===== config.mk =====
export PLATFORM = sky130hd
export DESIGN_NAME = contiguous_block_allocator_top
export DESIGN_NICKNAME = d
export VERILOG_FILES = /design/src/rtl/core/cba_pkg.sv /design/src/rtl/core/cba_dp.sv /design/src/rtl/core/cba_ctrl.sv /design/src/rtl/core/contiguous_block_allocator_top.sv
export SDC_FILE = /design/constraint.sdc
export NUM_CORES = 2
export LEC_CHECK = 0
export ABC_AREA = 1
export BUFFER_PORTS_ARGS = -buffer_cell sky130_fd_sc_hd__buf_2
export CAP_MARGIN = 40
export CELL_PAD_IN_SITES_DETAIL_PLACEMENT = 0
export CELL_PAD_IN_SITES_GLOBAL_PLACEMENT = 1
export CORE_AREA = 4 4 393 395
export CTS_CLUSTER_DIAMETER = 40
export CTS_CLUSTER_SIZE = 24
export DETAILED_ROUTE_END_ITERATION = 8
export DIE_AREA = 0 0 397 399
export HOLD_SLACK_MARGIN = 0.05
export PLACE_DENSITY_LB_ADDON = 0.2
export SETUP_SLACK_MARGIN = 0.15
export SYNTH_ARGS = -nofsm -noshare
export SYNTH_HDL_FRONTEND = slang
export SYNTH_HIERARCHICAL = 1
export SYNTH_SLANG_ARGS = --single-unit

===== constraint.sdc =====
create_clock -name clock -period 5.4 [get_ports clock]
set_input_delay 0.27 -clock clock [delete_from_list [all_inputs] [get_ports clock]]
set_output_delay 0.27 -clock clock [all_outputs]
set_load 0.01 [all_outputs]

===== src/rtl/core/cba_pkg.sv =====
`timescale 1ns / 1ps
package cba_pkg;

   localparam logic [1:0] STATUS_OK   = 2'd0;
   localparam logic [1:0] STATUS_BAD  = 2'd1;
   localparam logic [1:0] STATUS_FULL = 2'd2;

   localparam logic ACTION_ALLOC = 1'b0;
   localparam logic ACTION_FREE  = 1'b1;

   localparam logic [4:0] SPACES_AVAIL_RESET = 5'd16;

   typedef struct packed {
      logic load;
      logic div_step;
      logic sp_first;
      logic sp_next;
      logic sp_from_q;
      logic rd;
      logic scan_init;
      logic scan_step;
      logic wr_alloc;
      logic act_wr;
      logic free_wr;
      logic set_bad;
      logic set_full;
      logic publish;
   } cmd_type;

   typedef struct packed {
      logic is_free;
      logic bad_alloc;
      logic s_active;
      logic s_last;
      logic found;
      logic b_last;
      logic can_act;
      logic free_bad;
   } sts_type;

endpackage


===== src/rtl/core/cba_dp.sv =====
`timescale 1ns / 1ps
module cba_dp #(
   parameter int NUM_SPACES   = 16,
   parameter int SPACE_BLOCKS = 64
) (
   input  logic             clock,
   input  logic             reset,
   input  cba_pkg::cmd_type cmd,
   output cba_pkg::sts_type sts,
   input  logic             req_action,
   input  logic [7:0]       req_owner_tag,
   input  logic [6:0]       req_block_count,
   input  logic [9:0]       req_block_location,
   input  logic             csr_write,
   input  logic [4:0]       csr_spaces_available,
   output logic [1:0]       rsp_status,
   output logic [9:0]       rsp_run_location,
   output logic             rsp_space_released
);

   localparam int SW   = $clog2(NUM_SPACES);
   localparam int BW   = $clog2(SPACE_BLOCKS);
   localparam int RW   = BW + 1;
   localparam int CMPW = (RW > 7) ? RW : 7;
   localparam int XW   = SW + 11;
   localparam int PW   = SW + BW + 10;
   localparam logic [CMPW:0] BPS_C = (CMPW + 1)'(SPACE_BLOCKS);
   // reciprocal of the space size, exact for any 10-bit location
   localparam int KSH   = 10 + BW;
   localparam int RECIP = ((1 << KSH) + SPACE_BLOCKS - 1) / SPACE_BLOCKS;
   localparam logic [11:0] RECIP_C = 12'(RECIP);

   logic [SPACE_BLOCKS-1:0] mem [NUM_SPACES];
   logic [SPACE_BLOCKS-1:0] rd_ff;
   logic                    rdv_ff;
   logic [NUM_SPACES-1:0]   valid_ff;
   logic [NUM_SPACES-1:0]   active_ff;
   logic [4:0]              csr_ff;

   logic        action_ff;
   logic [7:0]  tag_ff;
   logic [6:0]  count_ff;
   logic [9:0]  dv_ff;
   logic [9:0]  q_ff;
   logic [RW:0] rem_ff;
   logic [SW-1:0] s_ff;
   logic [BW-1:0] b_ff;
   logic [RW-1:0] run_ff;

   logic [1:0] res_status_ff;
   logic [9:0] res_loc_ff;
   logic       res_rel_ff;
   logic [1:0] rsp_status_ff;
   logic [9:0] rsp_loc_ff;
   logic       rsp_rel_ff;

   logic [SPACE_BLOCKS-1:0] row;
   logic [SPACE_BLOCKS-1:0] alloc_mask;
   logic [SPACE_BLOCKS-1:0] act_mask;
   logic [SPACE_BLOCKS-1:0] free_mask;
   logic [SPACE_BLOCKS-1:0] freed_row;
   logic [SPACE_BLOCKS-1:0] wr_data;
   logic        wr_en;
   logic [CMPW:0] cnt_x;
   logic [CMPW:0] run_next;
   logic [CMPW:0] first_x;
   logic [CMPW:0] b_x;
   logic [CMPW:0] start_x;
   logic [BW-1:0] start;
   logic [21:0]   loc_prod;
   logic [9:0]    q_calc;
   logic [19:0]   q_base;
   logic [9:0]    rem_calc;
   logic [SW-1:0] qs;
   logic          q_ok;
   logic [PW-1:0] alloc_loc;
   logic [PW-1:0] base_loc;
   logic          empty;

   assign row     = rdv_ff ? rd_ff : '0;
   assign cnt_x   = (CMPW + 1)'(count_ff);
   assign run_next = (CMPW + 1)'(run_ff) + (CMPW + 1)'(1);
   assign first_x = (CMPW + 1)'(rem_ff);
   assign b_x     = (CMPW + 1)'(b_ff);
   assign start   = b_ff - run_ff[BW-1:0];
   assign start_x = (CMPW + 1)'(start);
   assign qs      = q_ff[SW-1:0];
   assign q_ok    = XW'(q_ff) < XW'(NUM_SPACES);

   // space index by reciprocal multiply, block offset from the remainder
   assign loc_prod = 22'(req_block_location) * 22'(RECIP_C);
   assign q_calc   = 10'(loc_prod >> KSH);
   assign q_base   = 20'(q_ff) * 20'(SPACE_BLOCKS);
   assign rem_calc = dv_ff - q_base[9:0];

   always_comb begin
      for (int i = 0; i < SPACE_BLOCKS; i++) begin
         alloc_mask[i] = ((CMPW + 1)'(i) >= start_x) && ((CMPW + 1)'(i) <= b_x);
         act_mask[i]   = (CMPW + 1)'(i) < cnt_x;
         free_mask[i]  = ((CMPW + 1)'(i) >= first_x) && ((CMPW + 1)'(i) < first_x + cnt_x);
      end
   end

   assign freed_row = row & ~free_mask;
   assign empty     = freed_row == '0;
   assign alloc_loc = PW'(s_ff) * PW'(SPACE_BLOCKS) + PW'(start);
   assign base_loc  = PW'(s_ff) * PW'(SPACE_BLOCKS);

   assign wr_en = cmd.wr_alloc | cmd.act_wr | cmd.free_wr;
   always_comb begin
      priority if (cmd.wr_alloc) begin
         wr_data = row | alloc_mask;
      end else if (cmd.act_wr) begin
         wr_data = act_mask;
      end else begin
         wr_data = freed_row;
      end
   end

   assign sts.is_free   = action_ff == cba_pkg::ACTION_FREE;
   assign sts.bad_alloc = count_ff == 7'd0 || cnt_x > BPS_C || tag_ff == 8'd0;
   assign sts.s_active  = active_ff[s_ff];
   assign sts.s_last    = s_ff == SW'(NUM_SPACES - 1);
   assign sts.found     = !row[b_ff] && run_next >= cnt_x;
   assign sts.b_last    = b_ff == BW'(SPACE_BLOCKS - 1);
   assign sts.can_act   = !active_ff[s_ff] && (XW'(s_ff) < XW'(csr_ff));
   assign sts.free_bad  = count_ff == 7'd0 || !q_ok || !active_ff[qs] ||
                          (first_x + cnt_x > BPS_C);

   // occupancy map, one row per space
   always_ff @(posedge clock) begin
      if (wr_en) begin
         mem[s_ff] <= wr_data;
      end
      if (cmd.rd) begin
         rd_ff  <= mem[s_ff];
         rdv_ff <= valid_ff[s_ff];
      end
   end

   always_ff @(posedge clock) begin
      if (reset) begin
         valid_ff  <= '0;
         active_ff <= NUM_SPACES'(1);
         csr_ff    <= cba_pkg::SPACES_AVAIL_RESET;
      end else begin
         if (csr_write) begin
            csr_ff <= csr_spaces_available;
         end
         if (wr_en) begin
            valid_ff[s_ff] <= 1'b1;
         end
         if (cmd.act_wr) begin
            active_ff[s_ff] <= 1'b1;
         end
         if (cmd.free_wr && empty) begin
            active_ff[s_ff] <= 1'b0;
         end
      end
   end

   always_ff @(posedge clock) begin
      if (cmd.load) begin
         action_ff <= req_action;
         tag_ff    <= req_owner_tag;
         count_ff  <= req_block_count;
         dv_ff     <= req_block_location;
         q_ff      <= q_calc;
         rem_ff    <= '0;
      end else if (cmd.div_step) begin
         rem_ff <= (RW + 1)'(rem_calc);
      end
      priority if (cmd.sp_first) begin
         s_ff <= '0;
      end else if (cmd.sp_next) begin
         s_ff <= s_ff + SW'(1);
      end else if (cmd.sp_from_q) begin
         s_ff <= qs;
      end
      priority if (cmd.scan_init) begin
         b_ff   <= '0;
         run_ff <= '0;
      end else if (cmd.scan_step) begin
         b_ff   <= b_ff + BW'(1);
         run_ff <= row[b_ff] ? '0 : run_ff + RW'(1);
      end
      priority if (cmd.wr_alloc) begin
         res_status_ff <= cba_pkg::STATUS_OK;
         res_loc_ff    <= alloc_loc[9:0];
         res_rel_ff    <= 1'b0;
      end else if (cmd.act_wr) begin
         res_status_ff <= cba_pkg::STATUS_OK;
         res_loc_ff    <= base_loc[9:0];
         res_rel_ff    <= 1'b0;
      end else if (cmd.free_wr) begin
         res_status_ff <= cba_pkg::STATUS_OK;
         res_loc_ff    <= '0;
         res_rel_ff    <= empty;
      end else if (cmd.set_bad) begin
         res_status_ff <= cba_pkg::STATUS_BAD;
         res_loc_ff    <= '0;
         res_rel_ff    <= 1'b0;
      end else if (cmd.set_full) begin
         res_status_ff <= cba_pkg::STATUS_FULL;
         res_loc_ff    <= '0;
         res_rel_ff    <= 1'b0;
      end
      if (cmd.publish) begin
         rsp_status_ff <= res_status_ff;
         rsp_loc_ff    <= res_loc_ff;
         rsp_rel_ff    <= res_rel_ff;
      end
   end

   assign rsp_status         = rsp_status_ff;
   assign rsp_run_location   = rsp_loc_ff;
   assign rsp_space_released = rsp_rel_ff;

`ifndef NO_ASSERTIONS
   a_alloc_active: assert property (@(posedge clock) disable iff (reset)
      cmd.wr_alloc |-> active_ff[s_ff])
      else $error("alloc into inactive space");
   a_act_sets: assert property (@(posedge clock) disable iff (reset)
      cmd.act_wr |=> active_ff[$past(s_ff)] && valid_ff[$past(s_ff)])
      else $error("activation did not mark space");
   a_free_active: assert property (@(posedge clock) disable iff (reset)
      cmd.free_wr |-> active_ff[s_ff])
      else $error("free into inactive space");
`endif

endmodule


===== src/rtl/core/cba_ctrl.sv =====
`timescale 1ns / 1ps
module cba_ctrl (
   input  logic             clock,
   input  logic             reset,
   input  logic             req_valid,
   output logic             req_ready,
   output logic             rsp_valid,
   input  logic             rsp_ready,
   input  cba_pkg::sts_type sts,
   output cba_pkg::cmd_type cmd
);

   typedef enum logic [3:0] {
      IDLE, CHECK, A_SEL, A_WAIT, SCAN, A_WR, ACT,
      DIV, F_CHK, F_RD, F_WAIT, F_WR, RESP
   } state_type;

   state_type state_ff, state_in;
   logic      rsp_valid_ff;
   logic      out_free;

   assign req_ready = state_ff == IDLE;
   assign rsp_valid = rsp_valid_ff;
   assign out_free  = !rsp_valid_ff || rsp_ready;

   always_comb begin
      cmd      = '0;
      state_in = state_ff;
      unique case (state_ff)
         IDLE: begin
            if (req_valid) begin
               cmd.load = 1'b1;
               state_in = CHECK;
            end
         end
         CHECK: begin
            priority if (sts.is_free) begin
               state_in = DIV;
            end else if (sts.bad_alloc) begin
               cmd.set_bad = 1'b1;
               state_in    = RESP;
            end else begin
               cmd.sp_first = 1'b1;
               state_in     = A_SEL;
            end
         end
         A_SEL: begin
            priority if (sts.s_active) begin
               cmd.rd        = 1'b1;
               cmd.scan_init = 1'b1;
               state_in      = A_WAIT;
            end else if (sts.s_last) begin
               cmd.sp_first = 1'b1;
               state_in     = ACT;
            end else begin
               cmd.sp_next = 1'b1;
            end
         end
         A_WAIT: state_in = SCAN;
         SCAN: begin
            priority if (sts.found) begin
               state_in = A_WR;
            end else if (sts.b_last && sts.s_last) begin
               cmd.sp_first = 1'b1;
               state_in     = ACT;
            end else if (sts.b_last) begin
               cmd.sp_next = 1'b1;
               state_in    = A_SEL;
            end else begin
               cmd.scan_step = 1'b1;
            end
         end
         A_WR: begin
            cmd.wr_alloc = 1'b1;
            state_in     = RESP;
         end
         // lowest inactive space below the limit
         ACT: begin
            priority if (sts.can_act) begin
               cmd.act_wr = 1'b1;
               state_in   = RESP;
            end else if (sts.s_last) begin
               cmd.set_full = 1'b1;
               state_in     = RESP;
            end else begin
               cmd.sp_next = 1'b1;
            end
         end
         DIV: begin
            cmd.div_step = 1'b1;
            state_in     = F_CHK;
         end
         F_CHK: begin
            if (sts.free_bad) begin
               cmd.set_bad = 1'b1;
               state_in    = RESP;
            end else begin
               cmd.sp_from_q = 1'b1;
               state_in      = F_RD;
            end
         end
         F_RD: begin
            cmd.rd   = 1'b1;
            state_in = F_WAIT;
         end
         F_WAIT: state_in = F_WR;
         F_WR: begin
            cmd.free_wr = 1'b1;
            state_in    = RESP;
         end
         RESP: begin
            if (out_free) begin
               cmd.publish = 1'b1;
               state_in    = IDLE;
            end
         end
         default: state_in = IDLE;
      endcase
   end

   always_ff @(posedge clock) begin
      if (reset) begin
         state_ff     <= IDLE;
         rsp_valid_ff <= 1'b0;
      end else begin
         state_ff <= state_in;
         if (cmd.publish) begin
            rsp_valid_ff <= 1'b1;
         end else if (rsp_ready) begin
            rsp_valid_ff <= 1'b0;
         end
      end
   end

`ifndef NO_ASSERTIONS
   a_one_at_a_time: assert property (@(posedge clock) disable iff (reset)
      req_valid && req_ready |=> !req_ready)
      else $error("second word taken while busy");
   a_rsp_from_resp: assert property (@(posedge clock) disable iff (reset)
      $rose(rsp_valid) |-> $past(state_ff == RESP))
      else $error("result shown outside response step");
   a_publish_free: assert property (@(posedge clock) disable iff (reset)
      cmd.publish |-> !rsp_valid_ff || rsp_ready)
      else $error("result overwritten");
`endif

endmodule


===== src/rtl/core/contiguous_block_allocator_top.sv =====
`timescale 1ns / 1ps
// free: reciprocal location divide, range check, one map read and one write back
// alloc: active spaces scanned in order from space 0, one block tested per cycle, then the
// lowest inactive space below the limit is activated; full if neither finds room
// one word in flight; the next word is taken while a result waits at the output
// reset is synchronous; map rows read as free until first written, no clearing pass
module contiguous_block_allocator_top #(
   parameter int NUM_SPACES   = 16,
   parameter int SPACE_BLOCKS = 64
) (
   input  logic       clock,
   input  logic       reset,
   input  logic       req_valid,
   output logic       req_ready,
   input  logic       req_action,
   input  logic [7:0] req_owner_tag,
   input  logic [6:0] req_block_count,
   input  logic [9:0] req_block_location,
   output logic       rsp_valid,
   input  logic       rsp_ready,
   output logic [1:0] rsp_status,
   output logic [9:0] rsp_run_location,
   output logic       rsp_space_released,
   input  logic       csr_valid,
   output logic       csr_ready,
   input  logic [4:0] csr_spaces_available
);

   cba_pkg::cmd_type cmd;
   cba_pkg::sts_type sts;

   assign csr_ready = 1'b1;

   cba_ctrl u_ctrl (
      .clock     (clock),
      .reset     (reset),
      .req_valid (req_valid),
      .req_ready (req_ready),
      .rsp_valid (rsp_valid),
      .rsp_ready (rsp_ready),
      .sts       (sts),
      .cmd       (cmd)
   );

   cba_dp #(
      .NUM_SPACES   (NUM_SPACES),
      .SPACE_BLOCKS (SPACE_BLOCKS)
   ) u_dp (
      .clock                (clock),
      .reset                (reset),
      .cmd                  (cmd),
      .sts                  (sts),
      .req_action           (req_action),
      .req_owner_tag        (req_owner_tag),
      .req_block_count      (req_block_count),
      .req_block_location   (req_block_location),
      .csr_write            (csr_valid & csr_ready),
      .csr_spaces_available (csr_spaces_available),
      .rsp_status           (rsp_status),
      .rsp_run_location     (rsp_run_location),
      .rsp_space_released   (rsp_space_released)
   );

endmodule


==> impl_metrics.py <==
metrics = {
    "worst_hold_path": {
        "min_to": "u_dp/count_ff[1]",
        "hold_class": "in2reg",
        "hold_depth": 2,
        "min_from": "req_block_count[1]",
    },
    "floorplan": {
        "ios": 52,
        "die_w_um": 397,
        "die-area_sq_um": 158000,
        "num_rows": 143,
        "coreArea_sq_um": 151000,
        "die_h_um": 399,
        "initial_utilization_pct": 34.7,
    },
    "clock_tree": {
        "post_cts_resized": 0,
        "path_clk_slew_ns": 0.06,
        "htree_levels": 4,
        "cts_sinks": 1206,
        "clockBufferDepth": 3,
        "tritoncts": "built",
        "cts_buffers": 178,
        "cts_root_buffer": "clkbuf_16",
        "clk_latency_ns": 0.82,
    },
    "timing": {
        "fin_crit_ns": 4.75,
        "whs_ns": 0.173,
        "finalSetupViolCount": 0,
        "final-max-slew-violation-count": 0,
        "relSlewSlack_pct": 34.7,
        "finalCritPeriodShare_pct": 87.9,
        "fin_tns_setup_ns": 0,
        "max_freq_mhz": 211,
        "clock-skew-final_ns": 0.0620,
        "setup_slack_ns": 0.653,
        "hold_viol_final": 0,
        "tightest_slew_ns": 0.979,
        "rsz0062_at_grt": "false",
    },
    "layout": {
        "design_area_sq_um": 63000,
        "drive_gt1_share_pct": 11.7,
        "fin_cells": 7253,
        "layout.nets": 5132,
        "n_fill_cell": 14500,
        "areaGrowthSynthToFinish_pct": 20.2,
    },
    "placed_design": {
        "dp_hpwl_mm": 117,
        "placed_area_sq_um": 56300,
        "dp_slack_ns": 0.783,
        "io_buffer_count": 50,
        "place.gp.congestion": 1.02,
        "placedCellCount": 6869,
    },
    "setup_path": {
        "r2r_end": "u_dp/mem[11][23]",
        "arrival_ns": 5.25,
        "worstSetupPathType": "reg2reg",
        "start_kind": "flop",
        "critPathMaxFanout": 16,
        "worst-endpoint-required_ns": 5.91,
        "reg2reg_depth": 16,
        "r2r-start": "u_dp/count_ff[0]",
        "rrSetupSlack_ns": 0.65,
        "end_kind": "flop",
    },
    "pwr": {
        "leakagePower_nw": 22.4,
        "power_frac_seq_pct": 33.9,
        "pwr-share-clk_pct": 35.3,
        "switchingPower_w": 0.0127,
        "ir_worst_vdd_mv": 0.336,
        "power_density_nw_per_um2": 536,
        "netSwitchingFraction_pct": 37.6,
        "power_frac_comb_pct": 30.8,
        "internal_power_w": 0.0211,
    },
    "grt": {
        "grt_pass1_vias": 37800,
        "grt_usage_pct": 23.9,
        "grt_overflow": 0,
        "grt_max_degree": 184,
        "antenna_found_initial": 5,
        "grt_pass1_wl_mm": 277,
    },
    "route": {
        "drtIter0Drc": 3908,
        "avgRoutedWirePerCell_um": 26.5,
        "first_pass_iters": 6,
        "via_per_inst": 5.47,
        "ant_nets": 0,
        "drc": 0,
        "wirelength_mm": 192,
        "vias": 39700,
    },
    "synth": {
        "yosysSeqAreaShare_pct": 67.7,
        "syn_avg_cell_area_sq_um": 10.7,
        "syn-cell-area_sq_um": 52500,
        "synth_cell_types": 49,
        "syn_inst": 4881,
        "synth_edf_count": 1138,
        "synth-seq-cells": 1206,
        "synth_fp_nets": 4948,
        "async_reset_ff_share_pct": 0,
        "ys.flop_type": "edfxtp_1",
        "ys.warnings.count": 6,
    },
    "job": {
        "cap_violations": 0,
    },
    "run_status": {
        "status": "finished, final reports clean",
    },
}
## synth_stat cells (5+ instances only)
cell,number,area [sq um]
ha_1,29,363
a31oi_1,9,56.3
edfxtp_1,1138,34200
clkbuf_1,258,968
nor3_1,31,155
nand2_2,7,43.8
a211oi_1,6,45.0
a21oi_2,11,96.3
o211ai_1,43,323
xor2_1,6,52.6
nand3_1,111,556
inv_1,260,976
buf_1,9,33.8
o21ai_0,705,3530
inv_2,6,22.5
dfxtp_1,68,1360
o21a_1,5,37.5
a32oi_1,6,52.6
buf_6,5,56.3
o221ai_1,33,289
buf_2,6,30.0
nor2_2,10,62.6
nand2_1,763,2860
clkinv_1,8,30.0
nor4_1,5,31.3
o31ai_1,8,60.1
o21ai_1,6,30.0
nor2_1,838,3150
nand4_1,69,432
a21oi_1,124,621
o22ai_1,261,1630
## what timing repair did
| action | 4_1_cts | 5_1_grt |
|---|---|---|
| hold endpoints to repair | 58 | 0 |
| setup buffers | 0 | 0 |
| endpoints found under the setup margin | 0 | 0 |
| hold buffers | 46 | 0 |
## cell usage in the layout, fill, tap and decap left out, types with 29 or more instances in the layout
cell and n:
dfxtp_1 66, o21ai_0 704, edfxtp_1 1138, nand2_1 763
dlygate4sd3_1 46, a21oi_1 124, nor3_1 29, buf_12 32
o211ai_1 43, buf_2 52, o22ai_1 260, nand4_1 69
o221ai_1 33, inv_1 257, nand3_1 111, nor2_1 817
buf_4 148, clkbuf_16 179, ha_1 29
## how the worst max path moves through the flow
stage / endpoint / start / slack [ns]
finish: u_dp/mem[11][23] / u_dp/count_ff[0] / 0.65
global route: u_dp/mem[8][23] / u_dp/count_ff[0] / 0.42
CTS: u_dp/mem[11][23] / u_dp/count_ff[0] / 0.73
detailed placement: u_dp/active_ff[0] / u_dp/count_ff[0] / 0.78
global placement: u_dp/mem[11][23] / u_dp/count_ff[0] / 0.67
floorplan: u_dp/mem[9][0] / u_dp/s_ff[0] / -0.27
## flip-flops by register name, indices dropped and copies added (netlist names)
name,count
u_dp/res_rel_ff,1
u_dp/rsp_run_location,10
u_dp/b_ff,6
u_dp/action_ff,1
u_dp/mem,1024
u_dp/res_loc_ff,10
u_dp/s_ff,4
u_dp/rdv_ff,1
u_dp/count_ff,7
u_dp/rsp_status,2
u_ctrl/state_ff,4
u_dp/valid_ff,16
u_dp/active_ff,16
u_dp/rd_ff,64
u_dp/res_status_ff,2
u_dp/q_ff,3
u_dp/tag_ff,8
u_dp/rsp_space_released,1
u_dp/first_x,6
u_dp/run_ff,7
u_dp/csr_ff,5
u_ctrl/rsp_valid,1
u_dp/dv_ff,7
## cells by family after synthesis
| group | Yosys count | synth area share (%) |
|---|---|---|
| and+or+nand+nor | 1846 | 14.1 |
| AOI/OAI and AO/OA | 1236 | 13.2 |
| DFF | 1206 | 67.7 |
| buffers and inverters | 554 | 4.06 |
| adders and majority gates | 31 | 0.768 |
| xor gates and xnor gates | 7 | 0.117 |
| other | 1 | 0.00715 |
## routing by layer
layer	part of all wire, %	wire, um	vias up	GRT usage (%)
li1	-	-	17900	-
met1	46	87800	20100	34.6
met2	45	86800	1459	37.1
met3	6.4	12300	302	3.74
met4	2.8	5400	0	7.04
met5	0	0	-	0
## power groups by stage
stage                     Combinational (W)  Clock, W  Sequential (W)
final                                0.0104    0.0120          0.0115
after global routing                 0.0113    0.0126          0.0115
after global placement               0.0103         0          0.0116
after floorplan                     0.00601         0          0.0115
after CTS                            0.0104    0.0122          0.0115
after detailed placement             0.0103         0          0.0116
## metrics by stage
stage	total power (W)	util, %
floorplan	0.0175	-
global placement	0.0219	37.1
detailed placement	0.0219	37.2
CTS	0.0340	41.7
global route	0.0354	41.7
finish	0.0338	41.7
## critical path, stage by stage (launching register included)
cell and delay (ns):
edfxtp_1 0.65, ha_1 0.39, fa_1 0.45, nand2_1 0.12, nand2_1 0.09, nand3_2 0.09
nand2_1 0.08, nand2_1 0.09, nand3_1 0.15, nor2_2 0.50, buf_4 0.33, nor2_1 0.07
nand2_1 0.13, nand2_1 0.12, o21ai_0 0.36, buf_4 0.19, o21a_1 0.58
## area by class of cell
cell class	count	area, sq um	area share [%]
well taps	2030	2540	4.03
repair buffers	284	2630	4.16
flip-flops and latches	1206	35500	56.4
multi-input cells	3121	15000	23.7
clock buffers	197	4570	7.24
inverters	274	1050	1.66
diodes	3	7.51	0.0119
clock inverters	138	1750	2.77
Note: power is estimated with default switching activity, not from simulation.
